<file path="config.mk">
export PLATFORM = sky130hd
export DESIGN_NAME = signed_int_to_decimal_ascii_flat
export DESIGN_NICKNAME = d
export VERILOG_FILES = /design/src/rtl/core/sida_pkg.sv /design/src/rtl/core/sida_req_if.sv /design/src/rtl/core/sida_rsp_if.sv /design/src/rtl/core/sida_digit_cell.sv /design/src/rtl/core/sida_digit_chain.sv /design/src/rtl/core/signed_int_to_decimal_ascii.sv /design/src/flat_wrapper.sv
export VERILOG_INCLUDE_DIRS = /design/src /design/src/rtl/core
export SDC_FILE = /design/constraint.sdc
export NUM_CORES = 1
export LEC_CHECK = 0
export BUFFER_PORTS_ARGS = -buffer_cell sky130_fd_sc_hd__buf_4
export CORE_AREA = 2 2 107 109
export CTS_BUF_LIST = sky130_fd_sc_hd__clkbuf_2
export DETAILED_ROUTE_END_ITERATION = 12
export DIE_AREA = 0 0 109 111
export GPL_ROUTABILITY_DRIVEN = 0
export PLACE_DENSITY = 0.81
export SLEW_MARGIN = 20
export SYNTH_ARGS = -nofsm -noshare
export SYNTH_HDL_FRONTEND = slang
export SYNTH_HIERARCHICAL = 1
export SYNTH_SLANG_ARGS = --single-unit
</file>
<file path="constraint.sdc">
create_clock -name clock -period 4.6 [get_ports clock]
set_input_delay 0.69 -clock clock [delete_from_list [all_inputs] [get_ports clock]]
set_output_delay 0.69 -clock clock [all_outputs]
set_load 0.02 [all_outputs]
</file>
<file path="src/rtl/core/signed_int_to_decimal_ascii_assert.svh">
// ---------------------------------------------------------------------------
// Assertion macros for the decimal text formatter
// Property forms used by the top-level RTL file of this block.
// ---------------------------------------------------------------------------
`ifndef SIGNED_INT_TO_DECIMAL_ASCII_ASSERT_SVH
`define SIGNED_INT_TO_DECIMAL_ASCII_ASSERT_SVH

// same-cycle implication
`define SIDA_ASSERT_NOW(label, clk, rst, ante, cons) \
   label: assert property (@(posedge clk) disable iff (rst) (ante) |-> (cons)) \
      else $error("sida assertion failed");

// next-cycle implication
`define SIDA_ASSERT_NEXT(label, clk, rst, ante, cons) \
   label: assert property (@(posedge clk) disable iff (rst) (ante) |=> (cons)) \
      else $error("sida assertion failed");

`endif

</file>
<file path="src/rtl/core/sida_pkg.sv">
`timescale 1ns / 1ps
// ---------------------------------------------------------------------------
// sida_pkg
// Widths, character codes and cell control type for the decimal formatter.
// ---------------------------------------------------------------------------
package sida_pkg;

   localparam int ValueW    = 32;
   localparam int TagW      = 10;
   localparam int CharW     = 8;
   localparam int DigitW    = 4;
   localparam int NumDigits = 10;
   localparam int IdxW      = $clog2(NumDigits);
   localparam int RemW      = $clog2(NumDigits + 1);
   localparam int CntW      = $clog2(ValueW);

   localparam logic [CharW-1:0] CharZero  = 8'd48;
   localparam logic [CharW-1:0] CharMinus = 8'd45;

   typedef struct packed {
      logic clear;
      logic convert;
      logic shift;
   } sida_cell_ctrl_type;

endpackage

</file>
<file path="src/rtl/core/sida_req_if.sv">
`timescale 1ns / 1ps
// ---------------------------------------------------------------------------
// sida_req_if
// Request channel: one signed integer word and its destination tag.
// ---------------------------------------------------------------------------
interface sida_req_if;
   logic                               valid;
   logic                               ready;
   logic signed [sida_pkg::ValueW-1:0] value;
   logic        [sida_pkg::TagW-1:0]   stream_tag;

   modport source (output valid, output value, output stream_tag, input ready);
   modport sink   (input valid, input value, input stream_tag, output ready);
endinterface

</file>
<file path="src/rtl/core/sida_rsp_if.sv">
`timescale 1ns / 1ps
// ---------------------------------------------------------------------------
// sida_rsp_if
// Response channel: one ASCII character word with tag and last flag.
// ---------------------------------------------------------------------------
interface sida_rsp_if;
   logic                         valid;
   logic                         ready;
   logic [sida_pkg::CharW-1:0]   character;
   logic [sida_pkg::TagW-1:0]    out_tag;
   logic                         last_char;

   modport source (output valid, output character, output out_tag, output last_char,
                   input ready);
   modport sink   (input valid, input character, input out_tag, input last_char,
                   output ready);
endinterface

</file>
<file path="src/rtl/core/sida_digit_cell.sv">
`timescale 1ns / 1ps
// ---------------------------------------------------------------------------
// sida_digit_cell
// One BCD digit of the shift-add-3 chain; also shifts digits out in order.
// ---------------------------------------------------------------------------
module sida_digit_cell (
   input  logic                                clock,
   input  sida_pkg::sida_cell_ctrl_type        ctrl,
   input  logic                                carry_in,
   input  logic [sida_pkg::DigitW-1:0]         digit_in,
   output logic                                carry_out,
   output logic [sida_pkg::DigitW-1:0]         digit_out
);

   logic [sida_pkg::DigitW-1:0] digit_ff;
   logic [sida_pkg::DigitW-1:0] digit_in_;
   logic [sida_pkg::DigitW-1:0] adj;

   // correct before shift so the doubled digit stays in BCD range
   assign adj = (digit_ff >= sida_pkg::DigitW'(5)) ? digit_ff + sida_pkg::DigitW'(3)
                                                    : digit_ff;

   always_comb begin
      digit_in_ = digit_ff;
      if (ctrl.clear) begin
         digit_in_ = '0;
      end else if (ctrl.convert) begin
         digit_in_ = {adj[sida_pkg::DigitW-2:0], carry_in};
      end else if (ctrl.shift) begin
         digit_in_ = digit_in;
      end
   end

   always_ff @(posedge clock) begin
      digit_ff <= digit_in_;
   end

   assign carry_out = adj[sida_pkg::DigitW-1];
   assign digit_out = digit_ff;

endmodule

</file>
<file path="src/rtl/core/sida_digit_chain.sv">
`timescale 1ns / 1ps
// ---------------------------------------------------------------------------
// sida_digit_chain
// Row of digit cells: binary bits enter at the low end, digits leave upward.
// ---------------------------------------------------------------------------
module sida_digit_chain (
   input  logic                                clock,
   input  sida_pkg::sida_cell_ctrl_type        ctrl,
   input  logic                                bit_in,
   input  logic [sida_pkg::IdxW-1:0]           sel,
   output logic [sida_pkg::DigitW-1:0]         sel_digit,
   output logic [sida_pkg::NumDigits-1:0]      nonzero
);

   logic [sida_pkg::NumDigits:0]       carry;
   logic [sida_pkg::DigitW-1:0]        digit [sida_pkg::NumDigits];
   logic [sida_pkg::DigitW-1:0]        digit_from [sida_pkg::NumDigits];

   assign carry[0] = bit_in;

   for (genvar i = 0; i < sida_pkg::NumDigits; i++) begin : g_cell
      if (i == 0) begin : g_low
         assign digit_from[i] = '0;
      end else begin : g_up
         assign digit_from[i] = digit[i-1];
      end

      sida_digit_cell u_cell (
         .clock     (clock),
         .ctrl      (ctrl),
         .carry_in  (carry[i]),
         .digit_in  (digit_from[i]),
         .carry_out (carry[i+1]),
         .digit_out (digit[i])
      );

      assign nonzero[i] = |digit[i];
   end

   assign sel_digit = (sel < sida_pkg::IdxW'(sida_pkg::NumDigits)) ? digit[sel] : '0;

endmodule

</file>
<file path="src/rtl/core/signed_int_to_decimal_ascii.sv">
`timescale 1ns / 1ps
// ---------------------------------------------------------------------------
// signed_int_to_decimal_ascii
// Prints a signed 32-bit integer as decimal ASCII, one character per word.
// ---------------------------------------------------------------------------
// Usage:
//   req_ch carries one signed integer word with a 10-bit stream tag; rsp_ch
//   returns the text most significant character first, '-' ahead of negative
//   values, no leading zeros, with last_char set on the final character and
//   the tag copied onto every character.
//   Flow: the request is taken in the idle state, the magnitude is shifted
//   through a chain of ten BCD digit cells one bit per cycle, a find state
//   locates the leading digit, then one character leaves per cycle the
//   receiver takes. An item's text runs from 1 to 11 characters. The first
//   character is offered once the convert and find states have passed.
//   One number is in flight at a time; req_ch.ready is low until its last
//   character is taken.
//   Reset returns the control to idle and drops any number in progress.
//   When the receiver stalls, the current character holds on rsp_ch.
// ---------------------------------------------------------------------------
`include "signed_int_to_decimal_ascii_assert.svh"

module signed_int_to_decimal_ascii (
   input  logic       clock,
   input  logic       reset,
   sida_req_if.sink   req_ch,
   sida_rsp_if.source rsp_ch
);

   typedef enum logic [3:0] {
      StIdle    = 4'b0001,
      StConvert = 4'b0010,
      StFind    = 4'b0100,
      StEmit    = 4'b1000
   } sida_state_type;

   sida_state_type                   state_ff, state_in;
   logic [sida_pkg::ValueW-1:0]      mag_ff, mag_in;
   logic [sida_pkg::CntW-1:0]        cnt_ff, cnt_in;
   logic [sida_pkg::IdxW-1:0]        lead_ff, lead_in;
   logic [sida_pkg::RemW-1:0]        rem_ff, rem_in;
   logic [sida_pkg::TagW-1:0]        tag_ff, tag_in;
   logic                             sign_ff, sign_in;

   sida_pkg::sida_cell_ctrl_type     ctrl;
   logic [sida_pkg::DigitW-1:0]      sel_digit;
   logic [sida_pkg::NumDigits-1:0]   nonzero;
   logic [sida_pkg::IdxW-1:0]        lead;
   logic [sida_pkg::ValueW-1:0]      raw;
   logic                             req_fire;
   logic                             rsp_fire;
   logic                             last_fire;
   logic                             conv_first;
   logic                             conv_last;
   logic                             rem_ok;
   logic                             digit_ok;

   assign raw      = sida_pkg::ValueW'(req_ch.value);
   assign req_fire = req_ch.valid && req_ch.ready;
   assign rsp_fire = rsp_ch.valid && rsp_ch.ready;

   // highest nonzero digit; zero value keeps index 0
   always_comb begin
      lead = '0;
      for (int i = 0; i < sida_pkg::NumDigits; i++) begin
         if (nonzero[i]) begin
            lead = sida_pkg::IdxW'(i);
         end
      end
   end

   always_comb begin
      ctrl.clear   = req_fire;
      ctrl.convert = (state_ff == StConvert);
      ctrl.shift   = rsp_fire && !sign_ff;
   end

   sida_digit_chain u_chain (
      .clock     (clock),
      .ctrl      (ctrl),
      .bit_in    (mag_ff[sida_pkg::ValueW-1]),
      .sel       (lead_ff),
      .sel_digit (sel_digit),
      .nonzero   (nonzero)
   );

   always_comb begin
      state_in = state_ff;
      mag_in   = mag_ff;
      cnt_in   = cnt_ff;
      lead_in  = lead_ff;
      rem_in   = rem_ff;
      tag_in   = tag_ff;
      sign_in  = sign_ff;
      case (state_ff)
         StIdle: begin
            if (req_fire) begin
               sign_in  = raw[sida_pkg::ValueW-1];
               mag_in   = raw[sida_pkg::ValueW-1] ? (~raw + 1'b1) : raw;
               tag_in   = req_ch.stream_tag;
               cnt_in   = '0;
               state_in = StConvert;
            end
         end
         StConvert: begin
            mag_in = {mag_ff[sida_pkg::ValueW-2:0], 1'b0};
            cnt_in = cnt_ff + 1'b1;
            if (cnt_ff == sida_pkg::CntW'(sida_pkg::ValueW - 1)) begin
               state_in = StFind;
            end
         end
         StFind: begin
            lead_in  = lead;
            rem_in   = sida_pkg::RemW'(lead) + 1'b1;
            state_in = StEmit;
         end
         StEmit: begin
            if (rsp_fire) begin
               if (sign_ff) begin
                  sign_in = 1'b0;
               end else begin
                  rem_in = rem_ff - 1'b1;
                  if (rem_ff == sida_pkg::RemW'(1)) begin
                     state_in = StIdle;
                  end
               end
            end
         end
         default: begin
            state_in = StIdle;
         end
      endcase
   end

   always_ff @(posedge clock) begin
      if (reset) begin
         state_ff <= StIdle;
         cnt_ff   <= '0;
         rem_ff   <= '0;
         sign_ff  <= 1'b0;
      end else begin
         state_ff <= state_in;
         cnt_ff   <= cnt_in;
         rem_ff   <= rem_in;
         sign_ff  <= sign_in;
      end
   end

   always_ff @(posedge clock) begin
      mag_ff  <= mag_in;
      lead_ff <= lead_in;
      tag_ff  <= tag_in;
   end

   assign req_ch.ready     = (state_ff == StIdle);
   assign rsp_ch.valid     = (state_ff == StEmit);
   assign rsp_ch.character = sign_ff ? sida_pkg::CharMinus
                                     : sida_pkg::CharZero + sida_pkg::CharW'(sel_digit);
   assign rsp_ch.out_tag   = tag_ff;
   assign rsp_ch.last_char = !sign_ff && (rem_ff == sida_pkg::RemW'(1));

   assign last_fire  = rsp_fire && rsp_ch.last_char;
   assign conv_first = (state_ff == StConvert) && (cnt_ff == '0);
   assign conv_last  = (state_ff == StConvert)
                       && (cnt_ff == sida_pkg::CntW'(sida_pkg::ValueW - 1));
   assign rem_ok     = (rem_ff != '0) && (rem_ff <= sida_pkg::RemW'(sida_pkg::NumDigits));
   assign digit_ok   = (sel_digit <= sida_pkg::DigitW'(9));

   `SIDA_ASSERT_NEXT(a_last_to_idle, clock, reset, last_fire, state_ff == StIdle)
   `SIDA_ASSERT_NEXT(a_accept_starts, clock, reset, req_fire, conv_first)
   `SIDA_ASSERT_NEXT(a_convert_done, clock, reset, conv_last, state_ff == StFind)
   `SIDA_ASSERT_NOW(a_rem_range, clock, reset, rsp_ch.valid, rem_ok)
   `SIDA_ASSERT_NOW(a_digit_bcd, clock, reset, rsp_ch.valid && !sign_ff, digit_ok)

endmodule
</file>
<file path="src/flat_wrapper.sv">
// flat-port wrapper written by rule: the top's interface ports become plain ports
module signed_int_to_decimal_ascii_flat 
  (clock, reset, req_ch_valid, req_ch_value, req_ch_stream_tag, req_ch_ready, rsp_ch_valid, rsp_ch_character, rsp_ch_out_tag, rsp_ch_last_char, rsp_ch_ready);
  sida_req_if req_ch_i ();
  sida_rsp_if rsp_ch_i ();
  input  logic clock;
  input  logic reset;
  input wire logic [$bits(req_ch_i.valid)-1:0] req_ch_valid;
  input wire logic [$bits(req_ch_i.value)-1:0] req_ch_value;
  input wire logic [$bits(req_ch_i.stream_tag)-1:0] req_ch_stream_tag;
  output wire logic [$bits(req_ch_i.ready)-1:0] req_ch_ready;
  output wire logic [$bits(rsp_ch_i.valid)-1:0] rsp_ch_valid;
  output wire logic [$bits(rsp_ch_i.character)-1:0] rsp_ch_character;
  output wire logic [$bits(rsp_ch_i.out_tag)-1:0] rsp_ch_out_tag;
  output wire logic [$bits(rsp_ch_i.last_char)-1:0] rsp_ch_last_char;
  input wire logic [$bits(rsp_ch_i.ready)-1:0] rsp_ch_ready;
  assign req_ch_i.valid = req_ch_valid;
  assign req_ch_i.value = req_ch_value;
  assign req_ch_i.stream_tag = req_ch_stream_tag;
  assign req_ch_ready = req_ch_i.ready;
  assign rsp_ch_valid = rsp_ch_i.valid;
  assign rsp_ch_character = rsp_ch_i.character;
  assign rsp_ch_out_tag = rsp_ch_i.out_tag;
  assign rsp_ch_last_char = rsp_ch_i.last_char;
  assign rsp_ch_i.ready = rsp_ch_ready;
  signed_int_to_decimal_ascii u_core (.clock(clock), .reset(reset), .req_ch(req_ch_i), .rsp_ch(rsp_ch_i));
endmodule
</file>
==> impl_metrics.ini <==
[sta]
hold_viol_final = 0
max_freq_ghz = 0.2804
skew_ns = 0.04126
period_minus_slack_ns = 3.566
fin_crit_sh_pct = 77.53
tightest_slew_ns = 0.9009
finalSetupTns_ns = 0
rsz0062_at_grt = no
fin_hold_ws_ns = 0.2097
setup_violations = 0
timing.slew.headroom_pct = 39.80
drv_slew = 0

[route]
wl_per_cell_um = 15.81
first_pass_iters = 4
route.antenna.remaining_nets = 0
drc = 0
routed-via-count = 5625
vias_per_cell = 6.088
drtIter0Drc = 393
finalWirelength_um = 14610

[critical_path]
cp.arrival_ns = 2.88
critPathMostFrequentCell = o22ai_1
critPathMaxStageDelay_ns = 0.93
critPathCaptureType = output pin
required_ns = 3.91
worstPathCellList = mux4_2 -> o22ai_1 -> o22ai_1 -> or2_2 -> buf_4
path_class = flop to output pin
cp-start-kind = flop
critPathSlowestCell = edfxtp_1
path_max_fanout = 16

[cts]
htreeDepth = 3
ctsResizeCount = 0
cts_sinks = 100
clk_latency_ns = 0.63
clk_pin_slew_ns = 0.29
tritoncts = yes
hold_buffers = 0
clockBufferDepth = 2
cts-root-buf = clkbuf_2
postCtsSetupBuffers = 0
cts_buffers = 9

[synthesis]
netlist_area_um2 = 6559
ys_warn_count = 6
synth_area_per_cell_um2 = 9.059
syn_inst = 724

[place]
dp_hpwl_um = 9946
io_buffers = 63

[floorplan]
std_cell_rows = 39
die_x_um = 109
initial_core_util_pct = 59.21
chipHeight_um = 111
core-area_um2 = 11080
die-area_um2 = 12100
io_pins = 67

[finish]
regArea_um2 = 2462
drive_gt1_share_pct = 16.39
fin_nets = 847
fill_cells = 912
antenna_cells = 0
multi_input_area_um2 = 3804
synthToLayoutAreaGrowth_pct = 9.634

[global_routing]
grt_max_degree = 74
grt_pass1_wl_um = 24120
antenna_found_initial = 0
grt_pass1_vias = 5145
grtUsageTotal_pct = 24.53
overflow = 0

[run]
max_cap_violations = 0

[status]
status = complete, no violations

[min_path]
hold_path.class = input pin to flop

[power]
p_leak_nw = 2.575
worst_ir_drop_vdd_v = 0.0002528
power_density_nw_per_um2 = 294.8
[cell type report]
| cell class | instances | share of cell area [%] |
|---|---|---|
| multi-input cells | 564 | 52.90 |
| flip-flops and latches | 100 | 34.24 |
| repair buffers | 67 | 6.995 |
| well taps | 143 | 2.488 |
| inverters | 34 | 1.810 |
| clock inverters | 6 | 0.8700 |
| clock buffers | 10 | 0.6960 |
[sequential cells by signal, summed over array words and instances, names as in the netlist]
signal                                  count
u_core/sign_ff                              1
u_core/u_chain/g_cell.u_cell/digit_out     40
u_core/rem_ff                               4
u_core/rsp_ch.out_tag                      10
u_core/lead_ff                              4
u_core/state_ff                             4
u_core/mag_ff                              32
u_core/cnt_ff                               5
[placed cells by master (no fill, tap or decap), drive strengths merged, types with 3 or more instances in the layout]
master	n
nand2	85
buf	67
nor2	65
o21ai	63
a21oi	57
dfxtp	54
edfxtp	46
inv	38
mux2i	30
xor2	29
ha	25
nand2b	15
o31ai	14
nand4b	13
nor3b	12
or4b	11
a221oi	11
a31oi	11
or4	11
clkbuf	10
o21a	10
o311ai	10
or2b	9
nor3	8
o22ai	7
conb	7
nor2b	6
or2	5
o41ai	5
nand3	5
nor4	5
mux4	4
or3	4
and3	3
a31o	3
mux2	3
nand4	3
nor4b	3
[stage by stage]
stage | setup slack [ns] | util (%) | std cells | total power, mW | instance area (um^2)
after floorplan | 1.034 | - | 728 | 1.514 | 6574
after global placement | 1.686 | 63.90 | 908 | 1.671 | 7078
after detailed placement | 1.745 | 63.90 | 908 | 1.691 | 7078
after CTS | 1.007 | 64.92 | 924 | 2.130 | 7191
after global routing | 0.8505 | 64.92 | 924 | 2.232 | 7191
final | 1.034 | 64.92 | 924 | 2.120 | 7191
[power by group]
group	internal (mW)	switching [mW]
Sequential	1.07	0.0823
Clock	0.129	0.310
Combinational	0.207	0.323
Total	1.40	0.715
[critical path: cells and delay by family, from the launching register on]
kind / cells / cell delay, ns
mux: 1 / 0.60
compound gates: 2 / 0.27
buf+inv: 1 / 0.16
flops: 1 / 0.93
simple gates: 1 / 0.28
[routing by layer]
| metal | global-route usage, % | vias up | routed length, um |
|---|---|---|---|
| met5 | 0 | - | 0 |
| met4 | 6.838 | 0 | 246 |
| met3 | 5.115 | 20 | 626 |
| met2 | 39.25 | 134 | 7039 |
| met1 | 33.50 | 2693 | 6695 |
| li1 | - | 2778 | - |
[path summary, 6_finish.rpt]
check	from	slack (ns)	endpoint	cells after the start
min reg2reg	u_core/cnt_ff[4]	0.51	u_core/cnt_ff[4]	2
max	u_core/lead_ff[0]	1.03	rsp_ch_character[0]	5
max reg2reg	u_core/state_ff[1]	1.64	u_core/u_chain/g_cell[6].u_cell/digit_out[1]	5
min	req_ch_stream_tag[0]	0.21	u_core/rsp_ch.out_tag[0]	1
Power figures use the tool's default switching activity.
